### src/rtl/area_weighted_vertex_normals_macros.svh
// assertion macros used by the top-level rtl file
`ifndef AREA_WEIGHTED_VERTEX_NORMALS_MACROS_SVH
`define AREA_WEIGHTED_VERTEX_NORMALS_MACROS_SVH

// same-cycle implication, sampled on i_clk, off during reset
`define AWVN_ASSERT_IMP(label, ante, cons, msg) \
    label: assert property (@(posedge i_clk) disable iff (!i_rst_n) (ante) |-> (cons)) \
        else $error(msg);

// next-cycle implication, sampled on i_clk, off during reset
`define AWVN_ASSERT_NXT(label, ante, cons, msg) \
    label: assert property (@(posedge i_clk) disable iff (!i_rst_n) (ante) |=> (cons)) \
        else $error(msg);

`endif

### src/rtl/awvn_pkg.sv
package awvn_pkg;

    localparam int POS_W      = 16;
    localparam int IDX_W      = 10;
    localparam int NRM_W      = 16;
    localparam int CRS_W      = 2 * (POS_W + 1) + 1;
    localparam int FRAC_W     = 14;
    localparam int MAG_W      = 30;
    localparam int SQ_W       = 2 * MAG_W + 2;
    localparam int ROOT_W     = SQ_W / 2;
    localparam int REM_W      = ROOT_W + 3;
    localparam int NUM_W      = MAG_W + FRAC_W + 1;
    localparam int QUO_W      = FRAC_W + 1;
    localparam int CNT_W      = 5;
    localparam int ROOT_STEPS = ROOT_W;

    typedef enum logic [1:0] {
        CMD_STORE    = 2'd0,
        CMD_TRIANGLE = 2'd1,
        CMD_QUERY    = 2'd2,
        CMD_CLEAR    = 2'd3
    } t_cmd;

    typedef struct packed {
        t_cmd                    cmd;
        logic [IDX_W-1:0]        slot;
        logic signed [POS_W-1:0] coord_x;
        logic signed [POS_W-1:0] coord_y;
        logic signed [POS_W-1:0] coord_z;
        logic [IDX_W-1:0]        corner_a;
        logic [IDX_W-1:0]        corner_b;
        logic [IDX_W-1:0]        corner_c;
    } t_in_item;

    typedef struct packed {
        logic signed [NRM_W-1:0] normal_x;
        logic signed [NRM_W-1:0] normal_y;
        logic signed [NRM_W-1:0] normal_z;
        logic                    degenerate;
        logic                    saturated;
    } t_out_item;

    typedef struct packed {
        logic signed [POS_W-1:0] x;
        logic signed [POS_W-1:0] y;
        logic signed [POS_W-1:0] z;
    } t_pos;

    typedef struct packed {
        logic signed [CRS_W-1:0] x;
        logic signed [CRS_W-1:0] y;
        logic signed [CRS_W-1:0] z;
    } t_vec;

    typedef struct packed {
        logic signed [NRM_W-1:0] x;
        logic signed [NRM_W-1:0] y;
        logic signed [NRM_W-1:0] z;
        logic                    degenerate;
    } t_nrm;

endpackage

### src/rtl/awvn_norm.sv
module awvn_norm import awvn_pkg::*; #(
    parameter int ACC_W = 48
) (
    input  logic                    i_clk,
    input  logic                    i_rst_n,
    input  logic                    i_start,
    input  logic signed [ACC_W-1:0] i_sum_x,
    input  logic signed [ACC_W-1:0] i_sum_y,
    input  logic signed [ACC_W-1:0] i_sum_z,
    output logic                    o_done,
    output t_nrm                    o_res
);

    typedef enum logic [2:0] {
        S_IDLE, S_SHIFT, S_SQ, S_ROOT, S_DSET, S_DIV, S_DONE
    } t_state;

    t_state              r_state;
    logic [ACC_W-1:0]    r_mx, r_my, r_mz;
    logic [2:0]          r_neg;
    logic [1:0]          r_k;
    logic [CNT_W-1:0]    r_cnt;
    logic [2*MAG_W-1:0]  r_prod;
    logic [SQ_W-1:0]     r_sq;
    logic [REM_W-1:0]    r_rem;
    logic [ROOT_W-1:0]   r_root;
    logic [ROOT_W:0]     r_drem;
    logic [QUO_W-1:0]    r_num;
    logic [QUO_W-1:0]    r_quo;
    t_nrm                r_res;

    logic [ACC_W-1:0]    big;
    logic [MAG_W-1:0]    m_sel;
    logic                m_neg;
    logic [REM_W-1:0]    rem_sh;
    logic [REM_W-1:0]    trial;
    logic [ROOT_W:0]     dv_sh;
    logic                dv_ge;
    logic [NUM_W-1:0]    num;
    logic [QUO_W-1:0]    quo;
    logic signed [NRM_W-1:0] q_signed;

    always_comb begin
        big = r_mx;
        if (r_my > big) begin
            big = r_my;
        end
        if (r_mz > big) begin
            big = r_mz;
        end
        unique case (r_k)
            2'd0: begin
                m_sel = r_mx[MAG_W-1:0];
                m_neg = r_neg[0];
            end
            2'd1: begin
                m_sel = r_my[MAG_W-1:0];
                m_neg = r_neg[1];
            end
            2'd2: begin
                m_sel = r_mz[MAG_W-1:0];
                m_neg = r_neg[2];
            end
            default: begin
                m_sel = '0;
                m_neg = 1'b0;
            end
        endcase
        rem_sh   = {r_rem[REM_W-3:0], r_sq[SQ_W-1:SQ_W-2]};
        trial    = {1'b0, r_root, 2'b01};
        dv_sh    = {r_drem[ROOT_W-1:0], r_num[QUO_W-1]};
        dv_ge    = dv_sh >= {1'b0, r_root};
        num      = NUM_W'({m_sel, {FRAC_W{1'b0}}}) + NUM_W'(r_root >> 1);
        quo      = {r_quo[QUO_W-2:0], dv_ge};
        q_signed = m_neg ? (NRM_W'(0) - NRM_W'(quo)) : NRM_W'(quo);
    end

    always_ff @(posedge i_clk) begin
        if (!i_rst_n) begin
            r_state <= S_IDLE;
        end else begin
            unique case (r_state)
                S_IDLE: begin
                    if (i_start) begin
                        r_mx  <= i_sum_x[ACC_W-1] ? ACC_W'(0) - i_sum_x : i_sum_x;
                        r_my  <= i_sum_y[ACC_W-1] ? ACC_W'(0) - i_sum_y : i_sum_y;
                        r_mz  <= i_sum_z[ACC_W-1] ? ACC_W'(0) - i_sum_z : i_sum_z;
                        r_neg <= {i_sum_z[ACC_W-1], i_sum_y[ACC_W-1], i_sum_x[ACC_W-1]};
                        r_res.degenerate <= 1'b0;
                        r_state <= S_SHIFT;
                    end
                end
                S_SHIFT: begin
                    if (big == '0) begin
                        r_res   <= '{x: '0, y: '0, z: '0, degenerate: 1'b1};
                        r_state <= S_DONE;
                    end else if (|big[ACC_W-1:MAG_W]) begin
                        r_mx <= r_mx >> 1;
                        r_my <= r_my >> 1;
                        r_mz <= r_mz >> 1;
                    end else if (!big[MAG_W-1]) begin
                        r_mx <= r_mx << 1;
                        r_my <= r_my << 1;
                        r_mz <= r_mz << 1;
                    end else begin
                        r_k     <= 2'd0;
                        r_sq    <= '0;
                        r_state <= S_SQ;
                    end
                end
                S_SQ: begin
                    r_prod <= m_sel * m_sel;
                    if (r_k != 2'd0) begin
                        r_sq <= r_sq + SQ_W'(r_prod);
                    end
                    r_k <= r_k + 2'd1;
                    if (r_k == 2'd3) begin
                        r_cnt   <= '0;
                        r_rem   <= '0;
                        r_root  <= '0;
                        r_state <= S_ROOT;
                    end
                end
                S_ROOT: begin
                    r_sq <= r_sq << 2;
                    if (rem_sh >= trial) begin
                        r_rem  <= rem_sh - trial;
                        r_root <= {r_root[ROOT_W-2:0], 1'b1};
                    end else begin
                        r_rem  <= rem_sh;
                        r_root <= {r_root[ROOT_W-2:0], 1'b0};
                    end
                    r_cnt <= r_cnt + CNT_W'(1);
                    if (r_cnt == CNT_W'(ROOT_STEPS - 1)) begin
                        r_k     <= 2'd0;
                        r_state <= S_DSET;
                    end
                end
                S_DSET: begin
                    r_drem  <= (ROOT_W+1)'(num[NUM_W-1:QUO_W]);
                    r_num   <= num[QUO_W-1:0];
                    r_cnt   <= '0;
                    r_state <= S_DIV;
                end
                S_DIV: begin
                    r_drem <= dv_ge ? dv_sh - {1'b0, r_root} : dv_sh;
                    r_quo  <= quo;
                    r_num  <= r_num << 1;
                    r_cnt  <= r_cnt + CNT_W'(1);
                    if (r_cnt == CNT_W'(QUO_W - 1)) begin
                        unique case (r_k)
                            2'd0:    r_res.x <= q_signed;
                            2'd1:    r_res.y <= q_signed;
                            default: r_res.z <= q_signed;
                        endcase
                        if (r_k == 2'd2) begin
                            r_state <= S_DONE;
                        end else begin
                            r_k     <= r_k + 2'd1;
                            r_state <= S_DSET;
                        end
                    end
                end
                S_DONE: begin
                    r_state <= S_IDLE;
                end
                default: begin
                    r_state <= S_IDLE;
                end
            endcase
        end
    end

    assign o_done = (r_state == S_DONE);
    assign o_res  = r_res;

endmodule

### config.mk
export PLATFORM = sky130hd
export DESIGN_NAME = awvn_norm
export DESIGN_NICKNAME = d
export VERILOG_FILES = /design/src/rtl/area_weighted_vertex_normals_macros.svh /design/src/rtl/awvn_pkg.sv /design/src/rtl/awvn_norm.sv
export SDC_FILE = /design/constraint.sdc
export NUM_CORES = 2
export LEC_CHECK = 0
export BUFFER_PORTS_ARGS = -buffer_cell sky130_fd_sc_hd__buf_2
export CAP_MARGIN = 20
export CELL_PAD_IN_SITES_DETAIL_PLACEMENT = 2
export CELL_PAD_IN_SITES_GLOBAL_PLACEMENT = 2
export CORE_UTILIZATION = 35
export CTS_CLUSTER_SIZE = 30
export DETAILED_ROUTE_END_ITERATION = 10
export GPL_TIMING_DRIVEN = 0
export PLACE_DENSITY = 0.83
export SYNTH_ARGS = -nofsm -noshare
export SYNTH_HDL_FRONTEND = slang
export SYNTH_SLANG_ARGS = --single-unit
### constraint.sdc
create_clock -name i_clk -period 24.4 [get_ports i_clk]
set_input_delay 2.44 -clock i_clk [delete_from_list [all_inputs] [get_ports i_clk]]
set_output_delay 2.44 -clock i_clk [all_outputs]
set_load 0.02 [all_outputs]
; After elaboration in Yosys (flattened, before gate mapping)
; Index checks and enable logic that the tools add are counted.
[word_totals]
register_bits = 451
inputBits = 147
output_inout_bits = 50
word_cells = 151
[op_classes]
addsub = 10
n_mul = 1
magnitude_cmp = 4
n_eq_ne = 27
n_mux = 63
n_reduce_logical = 28
[ops]
columns = operator, n
row1 = $mux 48, 18
row2 = $pmux 48 s2, 4
row3 = $mux 62, 4
row4 = $pmux 62 s3, 1
row5 = $sub 1x48->48 const A, 3
row6 = $pmux 31 s2, 2
row7 = $gt 48x48->1, 2
row8 = $pmux 30 s3, 1
row9 = $mux 16, 4
row10 = $mux 32, 2
row11 = $pmux 32 s2, 1
row12 = $add 62x60->62, 1
row13 = $mux 31, 2
row14 = $mul 30x30->60, 1
row15 = $mux 49, 1
row16 = $logic_not 48->1, 1
row17 = $add 44x30->45, 1
row18 = $ge 34x33->1, 1
row19 = $ge 32x31->1, 1
row20 = $sub 32x32->32, 1
row21 = $sub 31x31->31, 1
row22 = $pmux 15 s2, 1
row23 = $ne 2x2->1 const B, 11
row24 = $mux 3, 7
row25 = other kinds (33), 61

; Depth between registers and ports, before layout
[depth]
depth_word = 8
ltp_mapped = 40

; Worst setup path after synthesis
; No wires, ideal clock.
[synth_timing]
path_kind = flip-flop to flip-flop
startpoint = register r_my[46]
endpoint = register r_mx[0] (enable)
setup_time_ps = 999
arrival_time_ps = 18743
required_ps = 23401
slack_ps = 4657
stages_incl_launch_ff = 22
n_path_buf = 2
path_cell_list = edfxtp_1 ha_1 nand3_1 nor3_1 nor3b_1 nand3_1 a32o_1 nor2_1 buf_1 buf_1 mux2i_1 ha_1 a21o_1 a21o_1 a221o_1 a2111oi_0 o22a_1 a21o_1 nor2_1 a31oi_1 nor2_1 nor4_1
[synth_via]
elab_chain_len = 7
[synth_lines]
columns = item, line
row1 = "start, declared", awvn_norm.sv:19  ; logic [ACC_W-1:0] r_mx, r_my, r_mz;
row2 = "start signal, assigned", awvn_norm.sv:86  ; r_my <= i_sum_y[ACC_W-1] ? ACC_W'(0) - i_sum_y : i_sum_y;
row3 = "start signal, assigned", awvn_norm.sv:99  ; r_my <= r_my >> 1;
row4 = "start signal, assigned", awvn_norm.sv:103  ; r_my <= r_my << 1;
row5 = $gt 48x48->1, awvn_norm.sv:45  ; if (r_my > big) begin
row6 = $mux 48 *, awvn_norm.sv:45
row7 = $gt 48x48->1, awvn_norm.sv:48  ; if (r_mz > big) begin
row8 = $mux 48 *, awvn_norm.sv:48
row9 = $logic_not 48->1 / $reduce_or 18->1 (equally long branches), "awvn_norm.sv:94, awvn_norm.sv:97"
row10 = $ne 2x2->1 (no line) / $ne 3x3->1 (equally long branches), --
row11 = $reduce_and 5->1 (no line) *, --
row12 = "end signal, assigned", awvn_norm.sv:85  ; r_mx <= i_sum_x[ACC_W-1] ? ACC_W'(0) - i_sum_x : i_sum_x;
row13 = "end signal, assigned", awvn_norm.sv:98  ; r_mx <= r_mx >> 1;
row14 = "end signal, assigned", awvn_norm.sv:102  ; r_mx <= r_mx << 1;
row15 = "end, declared", awvn_norm.sv:19
; Every way passes the cells marked *; elsewhere a longest branch is shown, timed or not.
; A chain may end at the register's enable or synchronous reset.

; Worst setup path after layout
[layout_timing]
startpoint = register r_k[0]
endpoint = register r_prod[58], data pin
[layout_via]
elab_chain_len = 3
[layout_lines]
columns = item, line
row1 = "start, declared", awvn_norm.sv:21  ; logic [1:0] r_k;
row2 = "start signal, assigned", awvn_norm.sv:116  ; r_k <= r_k + 2'd1;
row3 = "start signal, assigned", awvn_norm.sv:159  ; r_k <= r_k + 2'd1;
row4 = "$eq 2x2->1, or another cell as far along", awvn_norm.sv:51  ; unique case (r_k)
row5 = $pmux 30 s3 *, awvn_norm.sv:51
row6 = $mul 30x30->60 *, awvn_norm.sv:112  ; r_prod <= m_sel * m_sel;
row7 = "end signal, assigned", awvn_norm.sv:112
row8 = "end, declared", awvn_norm.sv:23  ; logic [2*MAG_W-1:0] r_prod;
; Marked as above.

==> flow_summary.toml <==
[global_route]
grt_max_degree = 39
grt_pass1_wl_um = 377800
grt-ovfl-total = 0
track_usage_pct = 29.89
antenna_found_initial = 17
grt_pass1_vias = 58200

[placement]
io_buffers = 196
dp_hpwl_um = 209700
gp_congestion = 0.9948

[yosys]
yosysSeqAreaShare_pct = 23.16
synthArstFlopShare_pct = 0
synth.area.top_cells = "fa_1 24%, edfxtp_1 23%, ha_1 11%"
netlist_area_mm2 = 0.05822
synthTopCellsByCount = "1069 x inv_1, 776 x nand2_1, 706 x fa_1"
post-synth-top-count-cell = "inv_1"
synth_edf_count = 447
synth_ff_type = "edfxtp_1"
yosysWarningCount = 0
synth_cell_types = 77
synth_nets = 7765
synth_top_cell_area_share_pct = 24.28
avgSynthCellArea_um2 = 9.076
yosysTopAreaCell = "fa_1"
synthesis.instances = 6414
synth-seq-cells = 450

[clock_network]
cts-hold-fix-buffers = 0
clk_latency_ns = 0.73
h-tree-depth = 2
path_clk_slew_ns = 0.07
cts_resized = 0
post_cts_buffers = 0
cts_buffer_depth = 3
cts_tree = "done"
cts_root_buf = "clkbuf_16"
numCtsBuffers = 58
clock-sinks = 450

[power_and_ir_drop]
power_density_mw_per_mm2 = 159.1
power.switching_mw = 5.553
p_total_mw = 10.27
share_comb_of_total_power_pct = 79.0
internal_power_mw = 4.716
pwr-share-seq_pct = 12.3
clock_power_share_pct = 8.7
swShare_pct = 54.08
p_leak_nw = 29.97
vdd_ir_drop_max_mv = 0.3324

[run]
drv_cap = 0

[detailed_routing]
drc_errors = 30
routed_wl_um = 253100
wl_met3_um = 18640
vias = 51160
drt-pass1-iter-count = 8
viasPerCell = 5.701
ant_nets = 0
route.top_layer_used = "met5"
drt_iter0_drc = 3656
dr_wl_met2_um = 120200
drt-met1-wl_um = 100200
wl_per_cell_um = 28.20

[timing]
hold_viol_final = 0
rsz0062_at_grt = "false"
max_slew_margin_pct = 15.48
slew_viol_final = 0
finClkSkew_ns = 0.08914
finalSetupViolCount = 0
fmax_mhz = 75.65
tightest_slew_ns = 1.263
fin_setup_tns_ns = 0
finalCritPeriodShare_pct = 54.18
period_needed_ns = 13.22

[critical_path]
crit_fanout = 10
reg2reg_depth = 37
crit_top_cell = "fa_1"
r2r_end = "r_prod[58]$_DFFE_PP_"
slowest_stage = "o41ai_1"
cp_data_arrival_time_ns = 13.68
cp.required_ns = 24.86
ff2ff_setup_slack_ns = 11.18
endpoint = "r_prod[58]$_DFFE_PP_"
max_stage_delay_ns = 0.98
startpoint_type = "flop"
crit_start = "r_k[0]$_SDFFCE_PN0P_"
crit_path_end_kind = "flop"
crit_type = "flop to flop"
reg2reg_from = "r_k[0]$_SDFFCE_PN0P_"

[status]
violations = "design-rule violations"
status = "finished, violations left"

[final_layout]
drive_above_1_share_pct = 5.919
area.growth.synth_to_final_pct = 10.87
num-nets-final = 8077
fill_cells = 18210

[floorplan]
dieArea_mm2 = 0.1680
initial_utilization_pct = 35.28
die_h_um = 409.8
io_pins = 197
row_count = 149
coreArea_mm2 = 0.1650
die_x_um = 409.8

[hold_path]
min_from = "r_quo[8]$_DFFE_PP_"
hp-class = "flop to flop"
## logic make-up (layout without fill, tap and decap cells)
kind of cell | after synthesis | count (layout) | synth area share (%)
flops | 450 | 450 | 23.16
compound gates | 1130 | 1130 | 12.46
xor+xnor | 342 | 342 | 5.145
other cells | 0 | 10 | 0
buf+inv | 1314 | 1675 | 8.490
simple gates | 1883 | 1883 | 14.20
fa+ha+maj | 1204 | 1204 | 34.98
mux | 91 | 91 | 1.571
## critical path: cells and delay by family, from the launching register on
| kind | cells | cell delay (ns) |
|---|---|---|
| AND/OR/NAND/NOR | 3 | 0.63 |
| adder cells (fa/ha/maj) | 10 | 4.86 |
| AO/OA/AOI/OAI | 10 | 3.12 |
| XOR/XNOR | 1 | 0.18 |
| buffers and inverters | 13 | 3.59 |
| flip-flops | 1 | 0.56 |
## placed cells by master (no fill, tap or decap), types with 29 or more instances in the layout
cell type / synthesis / routed
inv_1: 1069 / 1069
nand2_1: 776 / 776
fa_1: 706 / 706
nor2_1: 616 / 613
ha_1: 498 / 498
edfxtp_1: 447 / 447
xnor2_1: 265 / 265
a21oi_1: 251 / 248
o21ai_0: 241 / 241
clkbuf_1: 202 / 208
buf_2: 2 / 205
a31oi_1: 153 / 153
a21o_1: 149 / 149
mux2i_1: 88 / 88
nand3_1: 78 / 78
xor2_1: 77 / 77
o31ai_1: 58 / 58
clkbuf_16: 0 / 58
nor4_1: 50 / 49
nor3_1: 48 / 47
nand4_1: 46 / 46
or3_1: 44 / 44
nand2b_1: 43 / 43
and2_1: 41 / 41
o21a_1: 40 / 40
a22oi_1: 29 / 29
## per-stage QoR
| stage | util [%] | setup WS [ns] | std cells | area, um2 | hold WS, ns |
|---|---|---|---|---|---|
| floorplan | - | 4.657 | 6414 | 58220 | 0.4631 |
| global placement | 37.54 | -5.708 | 8799 | 61940 | 0.4750 |
| detailed placement | 37.90 | 11.30 | 8850 | 62530 | 0.4916 |
| CTS | 39.06 | 11.40 | 8959 | 64450 | 0.5067 |
| global route | 39.11 | 10.78 | 8970 | 64530 | 0.5264 |
| finish | 39.12 | 11.18 | 8974 | 64540 | 0.5084 |
## state kept, by name, indices dropped and copies added (netlist names)
| name | flops |
|---|---|
| o_res | 49 |
| r_cnt | 5 |
| r_drem | 31 |
| r_k | 2 |
| r_mx | 48 |
| r_my | 48 |
| r_mz | 48 |
| r_neg | 3 |
| r_num | 15 |
| r_prod | 59 |
| r_quo | 14 |
| r_rem | 32 |
| r_root | 31 |
| r_sq | 62 |
| r_state | 3 |
## worst min path at each step
stage / endpoint / slack [ns] / cells past startpoint
floorplan: r_quo[13]$_DFFE_PP_ / 0.46 / 0
global placement: r_quo[8]$_DFFE_PP_ / 0.47 / 0
detailed placement: r_quo[12]$_DFFE_PP_ / 0.49 / 0
CTS: r_quo[12]$_DFFE_PP_ / 0.51 / 0
global route: r_quo[13]$_DFFE_PP_ / 0.53 / 0
finish: r_quo[9]$_DFFE_PP_ / 0.51 / 0
## power by group through the flow
stage               Combinational, mW  Sequential, mW  Clock, mW
floorplan                        5.16            1.25          0
global placement                 7.38            1.29          0
detailed placement               7.94            1.27          0
CTS                              8.05            1.26      0.905
global route                     8.93            1.26      0.927
finish                           8.11            1.26      0.896
## routing by layer
metal,GRT usage [%],vias to the layer above
li1,-,21910
met1,36.27,26680
met2,50.16,1927
met3,6.309,644
met4,14.63,6
met5,0,-
## cell type report
class,instances,area [um2],area share (%)
diodes,10,25.02,0.03877
multi-input cells,4650,39830,61.71
clock buffers,65,1478,2.289
plain buffers,233,885.9,1.372
clock inverters,44,444.2,0.6882
well taps,2189,2739,4.243
repair buffers,252,1604,2.485
flip-flops and latches,450,13480,20.89
inverters,1081,4058,6.287
No activity file was read; power rests on OpenSTA's default activity.
